File: config.mk
export PLATFORM = sky130hd
export DESIGN_NAME = timer_interrupt_controller_top
export DESIGN_NICKNAME = d
export VERILOG_FILES = /design/src/sv/tic_pkg.sv /design/src/sv/tic_timer.sv /design/src/sv/tic_irq.sv /design/src/sv/timer_interrupt_controller_top.sv
export SDC_FILE = /design/constraint.sdc
export NUM_CORES = 1
export LEC_CHECK = 0
export BUFFER_PORTS_ARGS = -buffer_cell sky130_fd_sc_hd__buf_4
export CAP_MARGIN = 20
export CORE_ASPECT_RATIO = 0.75
export CORE_MARGIN = 1
export CORE_UTILIZATION = 60
export CTS_CLUSTER_SIZE = 16
export DETAILED_ROUTE_END_ITERATION = 7
export GPL_TIMING_DRIVEN = 0
export PLACE_DENSITY = 0.81
export SYNTH_ARGS = -nofsm -noshare
export SYNTH_HDL_FRONTEND = slang
export SYNTH_SLANG_ARGS = --single-unit
File: constraint.sdc
create_clock -name clk -period 9.75 [get_ports clk]
set_input_delay 0.975 -clock clk [delete_from_list [all_inputs] [get_ports clk]]
set_output_delay 0.975 -clock clk [all_outputs]
set_load 0.01 [all_outputs]
File: src/sv/tic_pkg.sv
// Shared types and constants for the timer and interrupt controller.
// Used by tic_timer, tic_irq and timer_interrupt_controller_top.
package tic_pkg;

  localparam int unsigned CyclesW  = 6;
  localparam int unsigned PeriodW  = 11;
  localparam int unsigned ByteW    = 8;
  localparam int unsigned VectorW  = 7;
  localparam int unsigned DivAccW  = 9;
  localparam int unsigned CfgIdxW  = 2;
  localparam int unsigned CfgDataW = 11;
  localparam int unsigned ServeN   = 5;
  localparam int unsigned TimerIrqBit = 2;

  localparam logic [DivAccW-1:0] DivLimit     = 9'd255;
  localparam logic [PeriodW-1:0] PeriodReset  = 11'd1024;
  localparam logic [ByteW-1:0]   CounterTop   = 8'hFF;
  localparam logic [VectorW-1:0] VectorBase   = 7'h40;
  localparam logic [1:0]         CountdownArm = 2'd2;

  typedef enum logic [CfgIdxW-1:0] {
    REG_TIMER_ENABLE   = 2'd0,
    REG_TIMER_PERIOD   = 2'd1,
    REG_RELOAD_VALUE   = 2'd2,
    REG_INTERRUPT_MASK = 2'd3
  } cfg_reg_t;

  typedef struct packed {
    logic [CyclesW-1:0] cycles;
    logic               disable_request;
    logic               enable_request;
    logic [ByteW-1:0]   irq_requests;
  } in_t;

  typedef struct packed {
    logic               take_interrupt;
    logic [VectorW-1:0] vector;
    logic [ByteW-1:0]   counter_value;
    logic [ByteW-1:0]   divider_value;
    logic [ByteW-1:0]   interrupt_flags;
    logic               master_enable;
  } out_t;

  typedef struct packed {
    logic               timer_enable;
    logic [PeriodW-1:0] timer_period;
    logic [ByteW-1:0]   reload_value;
    logic [ByteW-1:0]   interrupt_mask;
  } cfg_t;

  typedef struct packed {
    logic [ByteW-1:0] counter;
    logic [ByteW-1:0] divider;
    logic             irq;
  } tmr_status_t;

  typedef struct packed {
    logic               take;
    logic [VectorW-1:0] vector;
    logic [ByteW-1:0]   flags;
    logic               master;
  } irq_status_t;

endpackage

File: src/sv/tic_timer.sv
// Free-running divider and reload timer; state commits on step, but a period write clears the timer accumulator.
// Depends on tic_pkg.
module tic_timer (
  input  logic                        clk,
  input  logic                        rst,
  input  logic                        step,
  input  logic                        period_write,
  input  logic [tic_pkg::CyclesW-1:0] cycles,
  input  tic_pkg::cfg_t               cfg,
  output tic_pkg::tmr_status_t        status
);
  import tic_pkg::*;

  logic [DivAccW-1:0] div_accum, div_accum_next, div_sum;
  logic [ByteW-1:0]   divider, divider_next;
  logic [PeriodW-1:0] tmr_accum, tmr_accum_next;
  logic [PeriodW:0]   tmr_sum;
  logic [ByteW-1:0]   counter, counter_next;
  logic               irq;

  always_comb begin
    div_sum        = div_accum + DivAccW'(cycles);
    div_accum_next = div_sum;
    divider_next   = divider;
    if (div_sum >= DivLimit) begin
      div_accum_next = '0;
      divider_next   = divider + 8'd1;
    end

    tmr_sum        = {1'b0, tmr_accum} + (PeriodW+1)'(cycles);
    tmr_accum_next = tmr_accum;
    counter_next   = counter;
    irq            = 1'b0;
    if (cfg.timer_enable) begin
      tmr_accum_next = tmr_sum[PeriodW-1:0];
      if (tmr_sum >= {1'b0, cfg.timer_period}) begin
        tmr_accum_next = '0;
        if (counter == CounterTop) begin
          counter_next = cfg.reload_value;
          irq          = 1'b1;
        end else begin
          counter_next = counter + 8'd1;
        end
      end
    end
  end

  always_ff @(posedge clk) begin
    if (rst) begin
      div_accum <= '0;
      divider   <= '0;
      tmr_accum <= '0;
      counter   <= '0;
    end else begin
      if (step) begin
        div_accum <= div_accum_next;
        divider   <= divider_next;
        counter   <= counter_next;
      end
      if (period_write) begin
        tmr_accum <= '0;
      end else if (step) begin
        tmr_accum <= tmr_accum_next;
      end
    end
  end

  assign status.counter = counter_next;
  assign status.divider = divider_next;
  assign status.irq     = irq;

endmodule

File: src/sv/tic_irq.sv
// Delayed master enable, flag register and fixed-priority dispatch.
// Depends on tic_pkg.
module tic_irq (
  input  logic                      clk,
  input  logic                      rst,
  input  logic                      step,
  input  tic_pkg::in_t              item,
  input  logic                      timer_irq,
  input  logic [tic_pkg::ByteW-1:0] mask,
  output tic_pkg::irq_status_t      status
);
  import tic_pkg::*;

  logic [1:0]       dis_cnt, dis_cnt_next, dis_arm;
  logic [1:0]       en_cnt, en_cnt_next, en_arm;
  logic             master, master_next, master_mid;
  logic [ByteW-1:0] flags, flags_next, flags_mid;
  logic [ServeN-1:0] pending;
  logic [2:0]       sel;
  logic             take;

  always_comb begin
    dis_arm = item.disable_request ? CountdownArm : dis_cnt;
    en_arm  = item.enable_request  ? CountdownArm : en_cnt;
    dis_cnt_next = dis_arm;
    en_cnt_next  = en_arm;
    master_mid   = master;
    if (dis_arm != 2'd0) begin
      dis_cnt_next = dis_arm - 2'd1;
      if (dis_cnt_next == 2'd0) master_mid = 1'b0;
    end
    if (en_arm != 2'd0) begin
      en_cnt_next = en_arm - 2'd1;
      if (en_cnt_next == 2'd0) master_mid = 1'b1;
    end

    flags_mid = flags | item.irq_requests;
    flags_mid[TimerIrqBit] = flags_mid[TimerIrqBit] | timer_irq;

    pending = flags_mid[ServeN-1:0] & mask[ServeN-1:0];
    sel = '0;
    for (int i = ServeN - 1; i >= 0; i--) begin
      if (pending[i]) sel = 3'(i);
    end

    take        = master_mid && (pending != '0);
    flags_next  = flags_mid;
    master_next = master_mid;
    if (take) begin
      flags_next[sel] = 1'b0;
      master_next     = 1'b0;
    end
  end

  always_ff @(posedge clk) begin
    if (rst) begin
      dis_cnt <= '0;
      en_cnt  <= '0;
      master  <= 1'b0;
      flags   <= '0;
    end else if (step) begin
      dis_cnt <= dis_cnt_next;
      en_cnt  <= en_cnt_next;
      master  <= master_next;
      flags   <= flags_next;
    end
  end

  assign status.take   = take;
  assign status.vector = take ? (VectorBase + {1'b0, sel, 3'b000}) : '0;
  assign status.flags  = flags_next;
  assign status.master = master_next;

endmodule

File: src/sv/timer_interrupt_controller_top.sv
// Timer and interrupt controller: one request per executed instruction in,
// one status result out. Takes one request every cycle while the result side
// keeps up; each request is held in an input register, evaluated, then held
// in the result register. State is committed as each request moves from the
// input register to the result register. Configuration writes are always
// ready and should be issued only while the block holds no request. Depends
// on tic_pkg, tic_timer, tic_irq.
module timer_interrupt_controller_top (
  input  logic                         clk,
  input  logic                         rst,
  input  logic                         in_valid,
  output logic                         in_ready,
  input  tic_pkg::in_t                 in_data,
  output logic                         out_valid,
  input  logic                         out_ready,
  output tic_pkg::out_t                out_data,
  input  logic                         cfg_valid,
  output logic                         cfg_ready,
  input  logic [tic_pkg::CfgIdxW-1:0]  cfg_index,
  input  logic [tic_pkg::CfgDataW-1:0] cfg_data
);
  import tic_pkg::*;

  cfg_t        cfg;
  logic        cfg_wr;
  logic        period_write;
  logic        in_vld;
  in_t         in_q;
  logic        advance;
  tmr_status_t tmr;
  irq_status_t irq;

  assign cfg_ready    = 1'b1;
  assign cfg_wr       = cfg_valid && cfg_ready;
  assign period_write = cfg_wr && (cfg_reg_t'(cfg_index) == REG_TIMER_PERIOD);

  always_ff @(posedge clk) begin
    if (rst) begin
      cfg.timer_enable   <= 1'b0;
      cfg.timer_period   <= PeriodReset;
      cfg.reload_value   <= '0;
      cfg.interrupt_mask <= '0;
    end else if (cfg_wr) begin
      case (cfg_reg_t'(cfg_index))
        REG_TIMER_ENABLE:   cfg.timer_enable   <= cfg_data[0];
        REG_TIMER_PERIOD:   cfg.timer_period   <= cfg_data[PeriodW-1:0];
        REG_RELOAD_VALUE:   cfg.reload_value   <= cfg_data[ByteW-1:0];
        REG_INTERRUPT_MASK: cfg.interrupt_mask <= cfg_data[ByteW-1:0];
        default: ;
      endcase
    end
  end

  assign advance  = in_vld && (!out_valid || out_ready);
  assign in_ready = !in_vld || advance;

  always_ff @(posedge clk) begin
    if (rst) begin
      in_vld <= 1'b0;
    end else if (in_ready) begin
      in_vld <= in_valid;
    end
  end

  always_ff @(posedge clk) begin
    if (in_valid && in_ready) begin
      in_q <= in_data;
    end
  end

  tic_timer u_timer (
    .clk          (clk),
    .rst          (rst),
    .step         (advance),
    .period_write (period_write),
    .cycles       (in_q.cycles),
    .cfg          (cfg),
    .status       (tmr)
  );

  tic_irq u_irq (
    .clk       (clk),
    .rst       (rst),
    .step      (advance),
    .item      (in_q),
    .timer_irq (tmr.irq),
    .mask      (cfg.interrupt_mask),
    .status    (irq)
  );

  always_ff @(posedge clk) begin
    if (rst) begin
      out_valid <= 1'b0;
    end else if (advance) begin
      out_valid <= 1'b1;
    end else if (out_ready) begin
      out_valid <= 1'b0;
    end
  end

  always_ff @(posedge clk) begin
    if (advance) begin
      out_data.take_interrupt  <= irq.take;
      out_data.vector          <= irq.vector;
      out_data.counter_value   <= tmr.counter;
      out_data.divider_value   <= tmr.divider;
      out_data.interrupt_flags <= irq.flags;
      out_data.master_enable   <= irq.master;
    end
  end

endmodule

[After elaboration in Yosys (flattened, before gate mapping)]
Index checks and enable logic that the tools add are counted.
Word-level totals
  register bits: 125
  bits of input ports: 34
  logic and storage cells: 94
Operators by class
  $add $sub $neg: 7
  magnitude comparators: 4
  equal/unequal tests: 4
  muxes and demuxes: 28
  bitwise operators: 5
  reductions and logical operators: 22
Operators by type and width (number)
  $mux 8: 5
  $add 8x1->8 const B: 2
  $mux 3: 5
  $add 11x6->12: 1
  $ge 12x11->1: 1
  $mux 1: 11
  $mux 11: 1
  $reduce_and 2->1: 5
  $add 9x6->9: 1
  $ge 9x8->1 const B: 1
  $mux 9: 1
  $and 8x8->8: 1
  $eq 8x8->1 const B: 1
  $mux 2: 4
  $not 8->8: 1
  $or 8x8->8: 1
  $add 7x6->7 const A: 1
  $logic_not 2->1: 3
  $reduce_bool 2->1: 3
  $and 5x5->5: 1
  $logic_and 1x1->1: 5
  $reduce_bool 5->1: 1
  $eq 2x2->1 const B: 2
  $lt 3x4->1 const B: 1
  other kinds (8): 11

[Depth between registers and ports, before layout]
Gate-level depths: netlist (run 1).
  depth in word-level cells: 18
  gate-level depth with buffers: 15
  mapped depth without buffers: 14

[By module]
A second synthesis (run 1) with hierarchy kept.
Second synthesis, totals
  cell total of the unflattened synthesis: 595
  area, all modules: 6234.7 µm²
Modules (own cells, without submodules)
  tic_timer: times used 1, cells an instance 333, area each 2741.4 µm², sequential area each 720.7 µm²
  timer_interrupt_controller_top: times used 1, cells an instance 169, area each 2730.1 µm², sequential area each 2072.0 µm²
  tic_irq: times used 1, cells an instance 93, area each 763.2 µm², sequential area each 260.2 µm²

[Worst setup path before layout (run 1)]
No wires, ideal clock.
  kind: register -> register
  start point: register in_q[10] (netlist name)
  end point: register out_data[17] (netlist name), data pin
  arrival time: 3.267 ns
  required time: 9.490 ns
  path slack: 6.223 ns
  cell stages (with the launch flop): 15
  buffers on the path: 0
  clock period less this slack: 3.527 ns
  path through: edfxtp_1 > ha_1 > fa_1 > a21o_1 > a21oi_1 > o21bai_1 > a21oi_1 > nor2_1 > xor2_1 > ha_1 > a21o_1 > a221oi_2 > o21ai_2 > nand2_1 > mux2_2
RTL lines
  from (decl): line timer_interrupt_controller_top.sv:28  | in_t in_q;
  from (signal assigned): line timer_interrupt_controller_top.sv:67  | in_q <= in_data;
  to (decl): line timer_interrupt_controller_top.sv:16  | output tic_pkg::out_t out_data,

==> summary.txt, run 1 <==
Layout
  – Final core utilization: 0.777
  – Nets: 750
  – Antenna cells: 0
  – Layout overhead on the synthesized area: 22.8%
  – Layout Cells excl Fill: 830
  – Fraction of layout cells with a size suffix above 1: 0.178

Clock tree
  – H-tree level count: 4
  – Clock slew seen by the registers of the worst setup and hold paths: 0.05 ns
  – Clock Latency Late Sink: 0.42 ns
  – Number of sinks on the clock net: 122
  – TritonCTS clock tree: built
  – Count of hold-fix buffers inserted at cts: 0
  – CTS max path bufs: 2
  – Number of buffers added by the clock tree synthesis step: 17
  – Clock root buffer: sky130_fd_sc_hd__clkbuf_16
  – Post-CTS repair timing setup buffer count: 0
  – Post-CTS resize count: 0

Power
  – Power density of the placed cells: 193 nW/µm²
  – Switching power: 0.305 mW
  – Flop pwr share: 0.402
  – Maximum resistive drop on vdd: roughly 0.16 mV
  – Internal Dissipation: approximately 1.1 mW
  – Fraction of power spent switching nets: 0.219
  – Clock group share of total power: 0.519
  – Combinational group share of total power: 0.079
  – Leakage dissipation: 2.95 nW

Synthesis
  – Warning count from the yosys run: 0
  – Average footprint of a synthesized cell: a little under 10 µm²
  – Number of flip-flops and latches in the synthesized netlist: 122
  – Most area-hungry cell type in the Yosys netlist: sky130_fd_sc_hd__dfxtp_1
  – Netlist area before placement: 5870 µm²
  – Mapped Cells: about 600
  – Cell variety after synth: 60
  – Number of synthesized flops with an enable pin: 46
  – Share of flip-flops with an asynchronous set or reset after synthesis: 0
  – Top-area cell type share of the netlist area: 0.259
  – Post-synth top flop: sky130_fd_sc_hd__dfxtp_1
  – Sequential area share after synthesis: 0.495
  – Biggest area contributors in the synthesized netlist: sky130_fd_sc_hd__dfxtp_1 26%, sky130_fd_sc_hd__edfxtp_1 24%, sky130_fd_sc_hd__ha_1 5.3%, sky130_fd_sc_hd__a21oi_1 4.4%, sky130_fd_sc_hd__nand2_1 4.2%

Global routing
  – Global-route wire length before repair: ~24,000 µm
  – Global-route met1 utilization: 0.414
  – Met2 Usage GRT: 0.504
  – Global Route Usage Sum: 0.318
  – Met3 demand-to-capacity share in global routing: 0.0720
  – Residual overflow from global routing: 0
  – Layer with the highest usage: met2
  – Initial antenna violation count: 0
  – Maximum number of pins on one net before global-route repair: 40
  – Vias in the first global route: 4,883

Worst setup path
  – Cell count of the worst reg-to-reg path: 14
  – Critical path peak fanout: 10
  – Worst reg2reg startpoint: in_q[10]$_DFFE_PP_
  – Kind of critical path: reg2reg
  – Worst r2r dst: out_data[20]$_DFFE_PP_
  – Type of destination of the critical path: flip-flop
  – Register-to-Register Setup Slack: 5.27 ns
  – Data arrival time at the worst-slack endpoint: 4.74 ns
  – Required arrival time at the worst endpoint: 10.00 ns
  – Crit start category: flip-flop

STA
  – Peak Freq: 223 MHz
  – Final hold violations: 0
  – Final setup slack of the worst path: 5.27 ns
  – Final slew viol count: 0
  – Worst Hold Slack: 0.453 ns
  – Slew HR: 0.415
  – Min cycle time layout: approximately 4.5 ns
  – Post-route setup TNS: 0 ns
  – Tightest Pin Transition: 0.877 ns
  – RSZ-0062 raised after global routing: false
  – Clock Skew: 0.0100 ns
  – Finish-stage setup viols: 0
  – Period utilization: 0.460

Place
  – # port buffers: 65
  – Final GP Congestion: 0.874
  – HPWL after detailed placement: approximately 10,000 µm
  – Number of instances in the placed design: 798
  – Worst setup slack before clock tree synthesis: roughly 5.5 ns

Detailed routing
  – Total routed wirelength: 15,400 µm
  – ANT nets after route: 0
  – Average routed wire per standard cell: 18.5 µm
  – Number of detailed-route iterations in the first pass: 5
  – DRC viols: 0
  – DRT iter0 DRCs: a little over 600
  – Detail-routed via count per cell: 6.15
  – Via count: ~5,100

Min path
  – Endpoint with the worst hold slack: u_irq.en_cnt[1]$_SDFFE_PP0P_
  – Source of the worst hold timing path: u_irq.en_cnt[1]$_SDFFE_PP0P_
  – Depth of the worst hold-timing path: 2
  – Hold/Removal Path Class: reg2reg

Die
  – Die span in x: around 120 µm
  – DIE HEIGHT: about 90 µm
  – Initial standard-cell utilization of the core: 0.633
  – Number of top-level pins: 70
  – Row count: 30
  – Die area: 10,200 µm²
  – Floorplan core area: 9270 µm²

Flow run
  – Max_cap viols: 0

Status
  – Run status: complete, no violations
## cells in the final DEF, fill, tap and decap left out, types with 5 or more instances in the layout
cell / n
sky130_fd_sc_hd__nor3_1: 20
sky130_fd_sc_hd__a211oi_1: 5
sky130_fd_sc_hd__bufinv_16: 6
sky130_fd_sc_hd__dfxtp_1: 76
sky130_fd_sc_hd__a31oi_1: 11
sky130_fd_sc_hd__o21ai_0: 20
sky130_fd_sc_hd__ha_1: 25
sky130_fd_sc_hd__xor2_1: 9
sky130_fd_sc_hd__buf_4: 70
sky130_fd_sc_hd__or3_1: 6
sky130_fd_sc_hd__a21oi_1: 52
sky130_fd_sc_hd__clkbuf_1: 16
sky130_fd_sc_hd__xnor2_1: 13
sky130_fd_sc_hd__nor2_1: 54
sky130_fd_sc_hd__and2_1: 5
sky130_fd_sc_hd__edfxtp_1: 46
sky130_fd_sc_hd__nor2b_1: 9
sky130_fd_sc_hd__mux2_2: 7
sky130_fd_sc_hd__nand3_1: 22
sky130_fd_sc_hd__a21o_1: 7
sky130_fd_sc_hd__a311oi_1: 5
sky130_fd_sc_hd__nand2_1: 65
sky130_fd_sc_hd__mux2i_1: 20
sky130_fd_sc_hd__and3_1: 15
sky130_fd_sc_hd__nand3b_1: 5
sky130_fd_sc_hd__nand2b_1: 5
sky130_fd_sc_hd__clkbuf_16: 17
sky130_fd_sc_hd__inv_1: 18
## flip-flops by register name, summed over array words and instances, names as in the netlist
register / flops
u_irq.master: 1
out_valid: 1
u_irq.flags: 8
u_irq.dis_cnt: 2
out_data: 30
u_timer.counter: 8
in_q: 16
in_vld: 1
cfg: 25
u_irq.en_cnt: 2
u_timer.div_accum: 9
u_timer.tmr_accum: 11
u_timer.divider: 8
## kinds of logic (layout without fill, tap and decap cells)
logic type                 count (synthesis)  in the layout  share of synthesized area
AOI/OAI and AO/OA                        130            130                      0.141
xor gates and xnor gates                  22             22                     0.0329
adders and majority gates                 27             27                     0.0602
buffers and inverters                     47            144                     0.0354
DFF                                      122            122                      0.495
muxes                                     27             27                     0.0476
other                                      2              4                    0.00128
and+or+nand+nor                          226            226                      0.186
## per-layer routing
layer,vias up,share of wire,routed length [µm]
met5,-,0,0
met4,0,0.029,447
met1,2438,0.42,6480
met2,280,0.46,7090
li1,2337,-,-
met3,50,0.087,1340
## worst max-delay path by stage
| stage | from | to | slack [ns] | cells after the start |
|---|---|---|---|---|
| detailed placement | in_q[10]$_DFFE_PP_ | u_timer.counter[4]$_SDFFE_PP0P_ | 5.46 | 14 |
| global placement | in_q[10]$_DFFE_PP_ | out_data[20]$_DFFE_PP_ | 5.56 | 14 |
| floorplan | in_q[10]$_DFFE_PP_ | out_data[17]$_DFFE_PP_ | 6.22 | 14 |
| finish | in_q[10]$_DFFE_PP_ | out_data[20]$_DFFE_PP_ | 5.27 | 14 |
| global route | in_q[10]$_DFFE_PP_ | u_timer.counter[4]$_SDFFE_PP0P_ | 5.05 | 14 |
| CTS | in_q[10]$_DFFE_PP_ | out_data[20]$_DFFE_PP_ | 5.40 | 14 |
## critical path, cell delays in order (launching register included)
cell and delay (ns):
sky130_fd_sc_hd__edfxtp_1 0.43, sky130_fd_sc_hd__ha_1 0.26, sky130_fd_sc_hd__fa_1 0.42, sky130_fd_sc_hd__a21o_1 0.18, sky130_fd_sc_hd__a21oi_1 0.23, sky130_fd_sc_hd__o21bai_1 0.09
sky130_fd_sc_hd__a21oi_1 0.52, sky130_fd_sc_hd__nor2_1 0.11, sky130_fd_sc_hd__xor2_1 0.19, sky130_fd_sc_hd__ha_1 0.35, sky130_fd_sc_hd__o2111ai_1 0.18, sky130_fd_sc_hd__o21ai_2 0.50
sky130_fd_sc_hd__clkbuf_1 0.50, sky130_fd_sc_hd__a31oi_1 0.17, sky130_fd_sc_hd__a31oi_1 0.19
## metrics by stage
stage	instance area (µm²)	total power, mW
CTS	7200	1.39
detailed placement	6520	0.674
finish	7200	1.39
global placement	6520	0.668
global route	7200	1.42
floorplan	5870	0.631
## cell type report
| class | instances | area [µm²] |
|---|---|---|
| flip-flops and latches | 122 | 2900 |
| multi-input cells | 436 | 2760 |
| fillers | 600 | 2070 |
| repair buffers | 65 | 488 |
| clock buffers | 21 | 460 |
| clock inverters | 11 | 218 |
| well taps | 128 | 160 |
| plain buffers | 28 | 138 |
| inverters | 19 | 71.3 |
## power groups by stage
stage / registers [mW] / logic [mW] / clock network (mW)
finish: 0.559 / 0.110 / 0.721
floorplan: 0.569 / 0.0616 / 0
global route: 0.561 / 0.119 / 0.745
global placement: 0.568 / 0.0996 / 0
detailed placement: 0.569 / 0.105 / 0
CTS: 0.559 / 0.108 / 0.722
## Yosys cell counts, types with 13 or more instances
cell / n
sky130_fd_sc_hd__a21oi_1: 52
sky130_fd_sc_hd__and3_1: 15
sky130_fd_sc_hd__clkbuf_1: 14
sky130_fd_sc_hd__dfxtp_1: 76
sky130_fd_sc_hd__edfxtp_1: 46
sky130_fd_sc_hd__ha_1: 25
sky130_fd_sc_hd__inv_1: 18
sky130_fd_sc_hd__mux2i_1: 20
sky130_fd_sc_hd__nand2_1: 65
sky130_fd_sc_hd__nand3_1: 22
sky130_fd_sc_hd__nor2_1: 54
sky130_fd_sc_hd__nor3_1: 20
sky130_fd_sc_hd__o21ai_0: 20
sky130_fd_sc_hd__xnor2_1: 13
No activity file was read; power rests on OpenSTA's default activity.
==> inputs of run 2 (changes only) <==
ABC_AREA = 1   (was unset)
CORE_UTILIZATION = 53   (was 60)
PLACE_DENSITY = 0.76   (was 0.81)
clock period = 4 ns   (was 9.75 ns; I/O delays follow)
==> summary.txt, run 2 <==
Layout
  – Antenna cells: 0 (unchanged)
  – Layout Cells excl Fill: 914 (+10%)
  – Leading cell type in the layout, fill and taps excluded: sky130_fd_sc_hd__nand2_1
  – Area taken by multi-input logic gates: 2440 µm² (-12%)
  – Fillcell total: 824 (+37%)
  – Final Instance Area: 7060 µm² (-2.0%)
  – Fraction of layout cells with a size suffix above 1: 0.179 (+0.000601)
  – Nets: 826 (+10%)
  – Largest registers: out_data: 30 flops, cfg: 25 flops, in_q: 16 flops
  – Leading cell types in the layout, fill and taps excluded: 105 x sky130_fd_sc_hd__nand2_1, 100 x sky130_fd_sc_hd__inv_1, 76 x sky130_fd_sc_hd__dfxtp_1, 73 x sky130_fd_sc_hd__buf_4, 71 x sky130_fd_sc_hd__a21oi_1
  – Layout overhead on the synthesized area: 21.4%
  – Number of flip-flops under the largest register name: 30 (unchanged)
  – Storage element area: 2900 µm² (unchanged)
  – Register name with the most flops: out_data

Synthesis
  – Top-area cell type share of the netlist area: 0.262 (+0.00223)
  – Most frequent cells after synthesis: 109 x sky130_fd_sc_hd__nand2_1, 101 x sky130_fd_sc_hd__inv_1, 76 x sky130_fd_sc_hd__dfxtp_1
  – Number of synthesized flops with an enable pin: 46 (unchanged)
  – Netlist area before placement: 5820 µm² (-0.85%)
  – Biggest area contributors in the synthesized netlist: sky130_fd_sc_hd__dfxtp_1 26%, sky130_fd_sc_hd__edfxtp_1 24%, sky130_fd_sc_hd__nand2_1 7.0%, sky130_fd_sc_hd__inv_1 6.5%, sky130_fd_sc_hd__a21oi_1 6.2%
  – Warning count from the yosys run: 0 (unchanged)
  – Cell variety after synth: 46 (-23%)
  – Number of flip-flops and latches in the synthesized netlist: 122 (unchanged)
  – Mapped Cells: 676 (+12%)
  – Most area-hungry cell type in the Yosys netlist: sky130_fd_sc_hd__dfxtp_1
  – Most frequent cell after synthesis: sky130_fd_sc_hd__nand2_1
  – Post-synth top flop: sky130_fd_sc_hd__dfxtp_1
  – Average footprint of a synthesized cell: 8.60 µm² (-12%)
  – Share of flip-flops with an asynchronous set or reset after synthesis: 0 (unchanged)
  – Sequential area share after synthesis: 0.499 (+0.00426)

Place
  – HPWL after detailed placement: 9260 µm (-8.5%)
  – Final GP Congestion: 0.907 (+3.8%)
  – Number of instances in the placed design: 879 (+10%)
  – Post-placement cell area: 6480 µm² (-0.61%)
  – # port buffers: 65 (unchanged)

Die
  – Floorplan core area: 10,500 µm² (+13%)
  – Row count: 32 (+6.7%)
  – DIE HEIGHT: 92.7 µm (+5.8%)
  – Number of top-level pins: 70 (unchanged)
  – Initial standard-cell utilization of the core: 0.554 (-0.0783)
  – Die span in x: 123 µm (+5.8%)
  – Die area: 11,400 µm² (+12%)

Power
  – Switching power: 0.752 mW (+150%)
  – Fraction of power spent switching nets: 0.244 (+0.0249)
  – Flop pwr share: 0.454 (+0.052)
  – Clock group share of total power: 0.442 (-0.077)
  – Power density of the placed cells: 436 nW/µm² (+130%)
  – Combinational group share of total power: 0.104 (+0.025)
  – Internal Dissipation: 2.33 mW (+110%)
  – Total design power: 3.08 mW (+120%)
  – Maximum resistive drop on vdd: 0.317 mV (+100%)
  – Leakage dissipation: 3.17 nW (+7.4%)

Global routing
  – Maximum number of pins on one net before global-route repair: 40 (unchanged)
  – Initial antenna violation count: 0 (unchanged)
  – Global-route wire length before repair: 21,400 µm (-11%)
  – Residual overflow from global routing: 0 (unchanged)
  – Vias in the first global route: 4,664 (-4.5%)
  – Global Route Usage Sum: 0.245 (-0.0730)

STA
  – Tightest Pin Transition: 0.978 ns (+0.101 ns)
  – Slew HR: 0.348 (-0.0671)
  – Min cycle time layout: 3.81 ns (-0.671 ns)
  – Period utilization: 0.953 (+0.493)
  – Final hold violations: 0 (unchanged)
  – Final slew viol count: 0 (unchanged)
  – Clock Skew: 0.00838 ns (-0.00163 ns)
  – Finish-stage setup viols: 0 (unchanged)
  – Post-route setup TNS: 0 ns (unchanged)
  – Peak Freq: 262 MHz (+18%)

Worst setup path
  – Worst reg2reg startpoint: in_q[10]$_DFFE_PP_
  – Data arrival time at the worst-slack endpoint: 3.98 ns (-0.76 ns)
  – Type of destination of the critical path: flip-flop
  – Worst r2r dst: out_data[3]$_DFFE_PP_
  – Critical path peak fanout: 4 (-6)
  – Crit start category: flip-flop
  – Required arrival time at the worst endpoint: 4.17 ns (-5.83 ns)
  – Register-to-Register Setup Slack: 0.19 ns (-5.08 ns)
  – Cell count of the worst reg-to-reg path: 26 (+12)
  – Most frequent CP cell: sky130_fd_sc_hd__nand3_1
  – Cell with the biggest individual delay on the critical path: sky130_fd_sc_hd__edfxtp_1
  – Critical path's top delay family: simple AND/OR/NAND/NOR gates
  – Kind of critical path: reg2reg
  – Worst path depth: 26 (+12)
  – Worst path max stage delay: 0.42 ns (-0.10 ns)
  – Number of buffer and inverter stages on the critical path: 4 (+3)

Clock tree
  – Clock slew seen by the registers of the worst setup and hold paths: 0.05 ns (about the same)
  – Number of sinks on the clock net: 122 (unchanged)
  – Clock root buffer: sky130_fd_sc_hd__clkbuf_16
  – Number of buffers added by the clock tree synthesis step: 17 (unchanged)
  – H-tree level count: 4 (unchanged)
  – TritonCTS clock tree: built
  – CTS max path bufs: 2 (unchanged)
  – Clock Latency Late Sink: 0.42 ns (about the same)

Min path
  – Endpoint with the worst hold slack: in_q[5]$_DFFE_PP_
  – Hold/Removal Path Class: in2reg
  – Depth of the worst hold-timing path: 1 (-1)
  – Source of the worst hold timing path: in_data[5]

Status
  – Run status: complete, no violations

Detailed routing
  – Number of detailed-route iterations in the first pass: 5 (unchanged)
  – DRC viols: 0 (unchanged)
  – Average routed wire per standard cell: 14.3 µm (-23%)
  – Total routed wirelength: 13,100 µm (-15%)
  – ANT nets after route: 0 (unchanged)
  – Via count: 4,841 (-5.2%)
  – DRT iter0 DRCs: 338 (-44%)
  – Detail-routed via count per cell: 5.30 (-14%)

Flow run
  – Max_cap viols: 0 (unchanged)
## run 2: cell types whose count changed after synthesis, moves of 19 or more
cell,change
sky130_fd_sc_hd__o21ai_0,+28
sky130_fd_sc_hd__a21oi_1,+20
sky130_fd_sc_hd__mux2i_1,-19
sky130_fd_sc_hd__nand2_1,+44
sky130_fd_sc_hd__inv_1,+83
## run 2: cell families after synthesis
logic type | synth area share
XOR/XNOR | 0.0392
multiplexers | 0.00172
other | 0.00129
adder cells (fa/ha/maj) | 0.0607
AO/OA/AOI/OAI | 0.143
AND/OR/NAND/NOR | 0.168
buffers and inverters | 0.0873
flip-flops | 0.499
## run 2: repair_timing
item / in CTS / in global routing
gates resized for setup: 0 / 14
setup buffers: 0 / 3
setup endpoints to repair: 0 / 21
hold buffers: 0 / 0
## run 2: through the flow
stage / util / setup slack (ns) / hold WS [ns]
final: 0.673 / 0.187 / 0.158
after global routing: 0.673 / -0.0164 / 0.158
after CTS: 0.668 / 0.0168 / 0.156
after detailed placement: 0.618 / 0.0471 / 0.445
after global placement: 0.618 / 0.182 / 0.442
after floorplan: - / 0.601 / 0.424
## run 2: layout make-up
cell class	instances	area share
timing repair buffer	68	0.0723
inverter	102	0.0542
clock buffer	21	0.0624
multi-input combinational	430	0.346
clock inverter	11	0.0113
buffer	24	0.0183
sequential	122	0.411
tap	136	0.0241
## run 2: power groups by stage
stage / combinational, mW / sequential, mW / clock [mW]
2_1_floorplan: 0.194 / 1.42 / 0
3_3_place_gp: 0.296 / 1.42 / 0
3_5_place_dp: 0.309 / 1.42 / 0
4_1_cts: 0.312 / 1.40 / 1.37
5_1_grt: 0.359 / 1.40 / 1.43
6_report: 0.320 / 1.40 / 1.36
## run 2: worst reg2reg max path, delay by kind of cell (launching register included)
| kind | cells | cell delay [ns] |
|---|---|---|
| AND/OR/NAND/NOR | 16 | 1.48 |
| adder cells (fa/ha/maj) | 3 | 0.87 |
| flip-flops | 1 | 0.42 |
| buffers and inverters | 4 | 0.35 |
| AO/OA/AOI/OAI | 2 | 0.31 |
| XOR/XNOR | 1 | 0.16 |
## run 2: worst max-delay path by stage
stage,startpoint,to,slack (ns)
after global placement,in_q[10]$_DFFE_PP_,out_data[3]$_DFFE_PP_,0.18
after detailed placement,in_q[10]$_DFFE_PP_,out_data[4]$_DFFE_PP_,0.05
after CTS,in_q[10]$_DFFE_PP_,out_data[4]$_DFFE_PP_,0.02
after floorplan,in_q[10]$_DFFE_PP_,out_data[3]$_DFFE_PP_,0.60
after global routing,in_q[10]$_DFFE_PP_,out_data[4]$_DFFE_PP_,-0.02
final,in_q[10]$_DFFE_PP_,out_data[3]$_DFFE_PP_,0.19
## run 2: metal layers
metal,up-vias,track usage,routed length [µm]
li1,2392,-,-
met1,2265,0.316,5690
met2,149,0.393,6370
met3,35,0.0437,734
met4,0,0.127,298
met5,-,0,0
